==> src/rtl/cau_pkg.sv <==
// complex arithmetic unit: shared widths, operation codes and sideband type
// used by every module of the unit; depends on nothing
package cau_pkg;

   localparam int DATA_WIDTH = 16;
   localparam int FRAC_BITS  = 8;

   // exact product, sum of two products and magnitude widths
   localparam int PROD_W = 2 * DATA_WIDTH;
   localparam int SUM_W  = PROD_W + 1;
   localparam int MAG_W  = PROD_W;
   // divider remainder and compare widths
   localparam int REM_W  = MAG_W + FRAC_BITS;
   localparam int CMP_W  = REM_W + DATA_WIDTH;
   localparam int DIV_STAGES = DATA_WIDTH;

   localparam logic [1:0] OP_ADD = 2'd0;
   localparam logic [1:0] OP_SUB = 2'd1;
   localparam logic [1:0] OP_MUL = 2'd2;
   localparam logic [1:0] OP_DIV = 2'd3;

   localparam logic signed [SUM_W-1:0] SUM_MAX =
      SUM_W'((longint'(1) <<< (DATA_WIDTH - 1)) - longint'(1));
   localparam logic signed [SUM_W-1:0] SUM_MIN =
      SUM_W'(-(longint'(1) <<< (DATA_WIDTH - 1)));
   localparam logic [DATA_WIDTH-1:0] NEG_MAG = DATA_WIDTH'(1) << (DATA_WIDTH - 1);
   localparam logic [DATA_WIDTH-1:0] POS_MAG = NEG_MAG - DATA_WIDTH'(1);

   // results that travel beside the divider
   typedef struct packed {
      logic                         is_div;
      logic                         dz;
      logic                         neg_re;
      logic                         neg_im;
      logic                         sat;
      logic signed [DATA_WIDTH-1:0] res_re;
      logic signed [DATA_WIDTH-1:0] res_im;
   } side_type;

   function automatic logic signed [DATA_WIDTH-1:0] clip(
         input logic signed [SUM_W-1:0] v);
      logic signed [DATA_WIDTH-1:0] r;
      if (v > SUM_MAX) begin
         r = $signed(SUM_MAX[DATA_WIDTH-1:0]);
      end else if (v < SUM_MIN) begin
         r = $signed(SUM_MIN[DATA_WIDTH-1:0]);
      end else begin
         r = $signed(v[DATA_WIDTH-1:0]);
      end
      return r;
   endfunction

   function automatic logic clip_hit(input logic signed [SUM_W-1:0] v);
      return (v > SUM_MAX) || (v < SUM_MIN);
   endfunction

endpackage

==> src/rtl/cau_front.sv <==
// complex arithmetic unit front end: product stage and sum/saturate stage
// depends on cau_pkg
module cau_front (
   input  logic                                  clock,
   input  logic                                  reset,
   input  logic                                  adv,
   input  logic                                  in_valid,
   input  logic [1:0]                            in_op,
   input  logic signed [cau_pkg::DATA_WIDTH-1:0] in_a_re,
   input  logic signed [cau_pkg::DATA_WIDTH-1:0] in_a_im,
   input  logic signed [cau_pkg::DATA_WIDTH-1:0] in_b_re,
   input  logic signed [cau_pkg::DATA_WIDTH-1:0] in_b_im,
   output logic                                  out_valid,
   output logic [cau_pkg::MAG_W-1:0]             out_num_re,
   output logic [cau_pkg::MAG_W-1:0]             out_num_im,
   output logic [cau_pkg::MAG_W-1:0]             out_den,
   output cau_pkg::side_type                     out_side
);

   localparam int W = cau_pkg::DATA_WIDTH;
   localparam int P = cau_pkg::PROD_W;

   // stage one registers
   logic                                s1_valid_ff;
   logic [1:0]                          op_ff;
   logic signed [cau_pkg::PROD_W-1:0]   p_rr_ff, p_ii_ff, p_ri_ff, p_ir_ff;
   logic signed [cau_pkg::PROD_W-1:0]   sq_r_ff, sq_i_ff;
   logic signed [W:0]                   as_re_ff, as_im_ff;
   logic signed [W:0]                   as_re_in, as_im_in;

   // stage two registers
   logic                                s2_valid_ff;
   logic [cau_pkg::MAG_W-1:0]           num_re_ff, num_im_ff, den_ff;
   cau_pkg::side_type                   side_ff;
   logic [cau_pkg::MAG_W-1:0]           num_re_in, num_im_in, den_in;
   cau_pkg::side_type                   side_in;

   // add or subtract per part, one bit wider
   always_comb begin
      if (in_op == cau_pkg::OP_SUB) begin
         as_re_in = (W+1)'(in_a_re) - (W+1)'(in_b_re);
         as_im_in = (W+1)'(in_a_im) - (W+1)'(in_b_im);
      end else begin
         as_re_in = (W+1)'(in_a_re) + (W+1)'(in_b_re);
         as_im_in = (W+1)'(in_a_im) + (W+1)'(in_b_im);
      end
   end

   // products
   always_ff @(posedge clock) begin
      if (reset) begin
         s1_valid_ff <= 1'b0;
      end else if (adv) begin
         s1_valid_ff <= in_valid;
      end
      if (adv) begin
         op_ff    <= in_op;
         p_rr_ff  <= P'(in_a_re) * P'(in_b_re);
         p_ii_ff  <= P'(in_a_im) * P'(in_b_im);
         p_ri_ff  <= P'(in_a_re) * P'(in_b_im);
         p_ir_ff  <= P'(in_a_im) * P'(in_b_re);
         sq_r_ff  <= P'(in_b_re) * P'(in_b_re);
         sq_i_ff  <= P'(in_b_im) * P'(in_b_im);
         as_re_ff <= as_re_in;
         as_im_ff <= as_im_in;
      end
   end

   // sums of products, saturation, divide numerators and denominator
   always_comb begin
      logic signed [cau_pkg::SUM_W-1:0] m_re, m_im, n_re, n_im, a_re, a_im;
      m_re = (cau_pkg::SUM_W'(p_rr_ff) - cau_pkg::SUM_W'(p_ii_ff)) >>> cau_pkg::FRAC_BITS;
      m_im = (cau_pkg::SUM_W'(p_ri_ff) + cau_pkg::SUM_W'(p_ir_ff)) >>> cau_pkg::FRAC_BITS;
      n_re = cau_pkg::SUM_W'(p_rr_ff) + cau_pkg::SUM_W'(p_ii_ff);
      n_im = cau_pkg::SUM_W'(p_ir_ff) - cau_pkg::SUM_W'(p_ri_ff);
      a_re = cau_pkg::SUM_W'(as_re_ff);
      a_im = cau_pkg::SUM_W'(as_im_ff);
      den_in = $unsigned(sq_r_ff) + $unsigned(sq_i_ff);
      num_re_in = n_re[cau_pkg::SUM_W-1] ? cau_pkg::MAG_W'(-n_re) : cau_pkg::MAG_W'(n_re);
      num_im_in = n_im[cau_pkg::SUM_W-1] ? cau_pkg::MAG_W'(-n_im) : cau_pkg::MAG_W'(n_im);
      side_in.is_div = (op_ff == cau_pkg::OP_DIV);
      side_in.dz     = (op_ff == cau_pkg::OP_DIV) && (den_in == '0);
      side_in.neg_re = n_re[cau_pkg::SUM_W-1];
      side_in.neg_im = n_im[cau_pkg::SUM_W-1];
      if (op_ff == cau_pkg::OP_MUL) begin
         side_in.res_re = cau_pkg::clip(m_re);
         side_in.res_im = cau_pkg::clip(m_im);
         side_in.sat    = cau_pkg::clip_hit(m_re) | cau_pkg::clip_hit(m_im);
      end else begin
         side_in.res_re = cau_pkg::clip(a_re);
         side_in.res_im = cau_pkg::clip(a_im);
         side_in.sat    = cau_pkg::clip_hit(a_re) | cau_pkg::clip_hit(a_im);
      end
   end

   always_ff @(posedge clock) begin
      if (reset) begin
         s2_valid_ff <= 1'b0;
      end else if (adv) begin
         s2_valid_ff <= s1_valid_ff;
      end
      if (adv) begin
         num_re_ff <= num_re_in;
         num_im_ff <= num_im_in;
         den_ff    <= den_in;
         side_ff   <= side_in;
      end
   end

   assign out_valid  = s2_valid_ff;
   assign out_num_re = num_re_ff;
   assign out_num_im = num_im_ff;
   assign out_den    = den_ff;
   assign out_side   = side_ff;

endmodule

==> config.mk <==
export PLATFORM = sky130hd
export DESIGN_NAME = cau_front
export DESIGN_NICKNAME = d
export VERILOG_FILES = /design/src/rtl/cau_pkg.sv /design/src/rtl/cau_front.sv
export SDC_FILE = /design/constraint.sdc
export NUM_CORES = 2
export LEC_CHECK = 0
export BUFFER_PORTS_ARGS = -buffer_cell sky130_fd_sc_hd__buf_4
export CAP_MARGIN = 20
export CORE_UTILIZATION = 60
export CTS_CLUSTER_SIZE = 12
export DETAILED_ROUTE_END_ITERATION = 8
export GPL_TIMING_DRIVEN = 1
export PLACE_DENSITY = 0.8
export SLEW_MARGIN = 15
export SYNTH_ARGS = -nofsm -noshare
export SYNTH_HDL_FRONTEND = slang
export SYNTH_SLANG_ARGS = --single-unit
==> constraint.sdc <==
create_clock -name clock -period 6.6 [get_ports clock]
set_input_delay 0.33 -clock clock [delete_from_list [all_inputs] [get_ports clock]]
set_output_delay 0.33 -clock clock [all_outputs]
set_load 0.02 [all_outputs]
==> impl_results.md <==
* Tcrit/Tclk final at 0.958
* DR vias at around 59000
* Max Root-Sink Buffers at 3
* GRT overflow at 0
* Die Area at approximately 0.13 sq mm
* Layout cells sized above 1 at 0.102
* Setup_tns at 0 ns
* Average size of a mapped cell at approximately 9.5 sq um
* Yosys Warn Count at 0
* CP top delay family: adder cells
* Reg-to-Reg Start: p_ir_ff[1]
* TritonCTS Sinks at 361
* Net count after synthesis at about 11000
* Clock latency on the worst-skew pair at just under 0.7 ns
* FMAX at 0.158 GHz
* CP Launch Type: primary input
* Relative slew slack at 0.224
* Initial antenna violation count at 12
* Final core occ at 0.676
* Post-route antenna net violation count at 0
* Crit-path slowest cell: fa_1
* Post-Syn Area at 0.0781 sq mm
* Final HPWL DP at 176000 um
* I/O Buffers at around 200
* Starting density of the core at 0.608
* Worst hold path type: in -> reg
* Crit path buf inv count at 7
* Post-synth cell types at 83
* Postcts setup bufs at 0
* Fillers at between 9000 and 10000
* Post-synth EDFFs at between 300 and 400
* Max Cap Viol at 0
* Clock-pin slew on the worst setup and hold paths at about 0.060 ns
* Hold_sp: in_b_im[0]
* Vias per cell at 5.59
* Die height at ~360 um
* Worst Path Arrival at just under 7 ns
* Sequential element share of the synthesized area at 0.139
* Largest stage delay, worst path at 0.59 ns
* Final min period at 6.32 ns
* RSZ-0062 raised after global routing: false
* Ports at between 200 and 250
* Nets@finish at about 11000
* Worst-Margin Slew at roughly 1.1 ns
* Worst path required time at just over 7 ns
* First-pass GRT wire length at ~340000 um
* Drt pass-1 iters at 7
* Clock root buffer: clkbuf_16
* Crit-path max FO at 16
* Site row count at between 100 and 150
* FF+latch count, synth at between 300 and 400
* H-tree depth at 2
* Largest net degree at the start of global routing at about 140
* CP endpoint kind: flip-flop
* Critical-path cell list: buf_4 > buf_4 > inv_2 > nor2_1 > fa_1 > buf_4 > fa_1 > buf_4 > fa_1 > fa_1 > fa_1 > inv_1 > fa_1 > inv_1 > ha_1 > a21o_1 > a21oi_1 > nor2b_1 > o21a_1 > o31ai_1 > a21oi_1 > o21ai_0 > a21oi_1 > a31oi_1
* Pre-CTS setup slack at -0.345 ns
* Crit path launch: in_b_re[1]
* WS Path Type: in -> reg
* Routed WL per cell at approximately 20 um
* Initial drt markers at approximately 4900
* Async SR Flop Fraction at 0
* Residual DRC at 0
* Max Slew Vio Count at 0
* WHS at around 0.053 ns
* Die W at roughly 360 um
* Fin worst setup slack at between 0.2 and 0.3 ns
* Layout area overhead at 11.1%
* Final hold vios at 0
* Final Routed Wirelength at 212000 um
* Outcome: completed
* Worst Clk Skew at 0.0572 ns
* TritonCTS Buffers at 44
* CTS tree: done
* Reg-to-reg setup timing slack at ~1.3 ns
* Cells after synthesis at roughly 8000
* Vias in the first global route at 63300
* Core Region at 0.128 sq mm
* Ys flop type: edfxtp_1
* Gpl congestion at around 0.98
* Overall routing resource usage at 0.335
* Setup violators final at 0
* CP dominant cell by count: fa_1
-- placed cells by master (no fill, tap or decap), types with 28 or more instances in the layout --
cell	instances
fa_1	1517
nand3_1	47
inv_1	1928
buf_12	35
nand2_1	767
nor3_1	73
o21bai_1	45
a21oi_1	346
o21ai_0	136
nor2_1	352
o31ai_1	28
nand2b_1	63
o21a_1	32
clkbuf_16	44
xor2_1	98
nor2b_1	43
a31oi_1	33
ha_1	704
buf_4	724
xnor2_1	368
and2_1	533
a21o_1	93
edfxtp_1	359
-- logic make-up (layout without fill, tap and decap cells) --
group           count (synthesis)  after routing  share of synthesized area
compound gates                876            876                     0.0706
fa+ha+maj                    2224           2224                      0.502
xor+xnor                      466            466                     0.0523
flops                         361            361                      0.139
simple gates                 2022           2022                      0.126
other cells                     0             10                          0
buf+inv                      2268           2784                      0.109
mux                            10             10                    0.00130
-- state kept, by name, summed over array words and instances, names as in the netlist --
| register | cells |
|---|---|
| out_side | 37 |
| out_den | 32 |
| out_num_im | 32 |
| out_num_re | 32 |
| p_ii_ff | 32 |
| p_ir_ff | 32 |
| p_ri_ff | 32 |
| p_rr_ff | 32 |
| sq_i_ff | 31 |
| sq_r_ff | 31 |
| as_im_ff | 17 |
| as_re_ff | 17 |
| op_ff | 2 |
| out_valid | 1 |
| s1_valid_ff | 1 |
-- worst paths after layout --
check | end | depth (start not counted)
setup / recovery | sq_r_ff[31] | 24
hold / removal | sq_i_ff[0] | 1
setup reg to reg | out_side[32] | 13
hold reg to reg | out_valid | 2
-- cell type report --
cell class,count,area [sq um],share of cell area
sequential,361,10800,0.125
multi-input combinational,5598,58800,0.678
clock buffer,51,1130,0.0130
tap,1729,2160,0.0249
clock inverter,25,287,0.00330
timing repair buffer,765,6200,0.0715
inverter,1943,7290,0.0841
antenna,10,25.0,0.000289
-- worst register-to-register path: stages (launching register included) --
cell	delay [ns]
edfxtp_1	0.48
ha_1	0.33
nand2b_1	0.10
a221oi_1	0.07
o221a_2	0.29
o31ai_1	0.45
a21oi_1	0.25
o31a_1	0.43
a31o_2	0.33
a21oi_1	0.24
nor2_1	0.08
o41ai_2	0.61
mux2i_1	1.01
a31oi_1	0.31
-- routing by layer --
metal / vias up / share of wire / wire, um / track usage
li1: 26000 / - / - / -
met3: 591 / 0.097 / 20600 / 0.0788
met4: 14 / 0.057 / 12200 / 0.162
met1: 29300 / 0.38 / 81600 / 0.430
met2: 2578 / 0.46 / 97700 / 0.535
met5: - / 0.00043 / 92 / 0
-- cell usage after synthesis, types with 13 or more instances --
cell,instances,share of area
a21oi_1,346,0.022
nand4_1,15,0.0012
a211oi_1,23,0.0022
or4_1,13,0.0013
nand2_1,767,0.037
and3_1,24,0.0019
o21bai_1,45,0.0043
o21a_1,32,0.0031
ha_1,706,0.11
nand2b_1,63,0.0050
clkbuf_1,293,0.014
edfxtp_1,359,0.14
or3_1,22,0.0018
xor2_1,98,0.011
buf_1,27,0.0013
a21o_1,93,0.0089
nor2_1,353,0.017
inv_1,1928,0.093
and2_1,533,0.043
nand3_1,47,0.0030
a31oi_1,33,0.0026
xnor2_1,368,0.041
a31o_2,19,0.0021
o21ai_0,136,0.0087
fa_1,1518,0.39
nor2b_1,44,0.0035
o31ai_1,28,0.0027
or2_2,13,0.0010
nor3_1,74,0.0047
-- metrics by stage --
step	cell area [sq um]	instances
detailed placement	85200	10400
global route	86700	10500
CTS	86700	10500
floorplan	78300	8227
finish	86700	10500
global placement	85200	10400
-- repair_timing --
item / CTS / global route
hold endpoints to repair: 4 / 0
hold buffers: 4 / 0
resized for setup: 0 / 3
setup endpoints to repair: 0 / 3
Power is left out: the tool's default activity adds up to more than one toggle a clock period on the data nets, which glitch-free logic cannot reach.
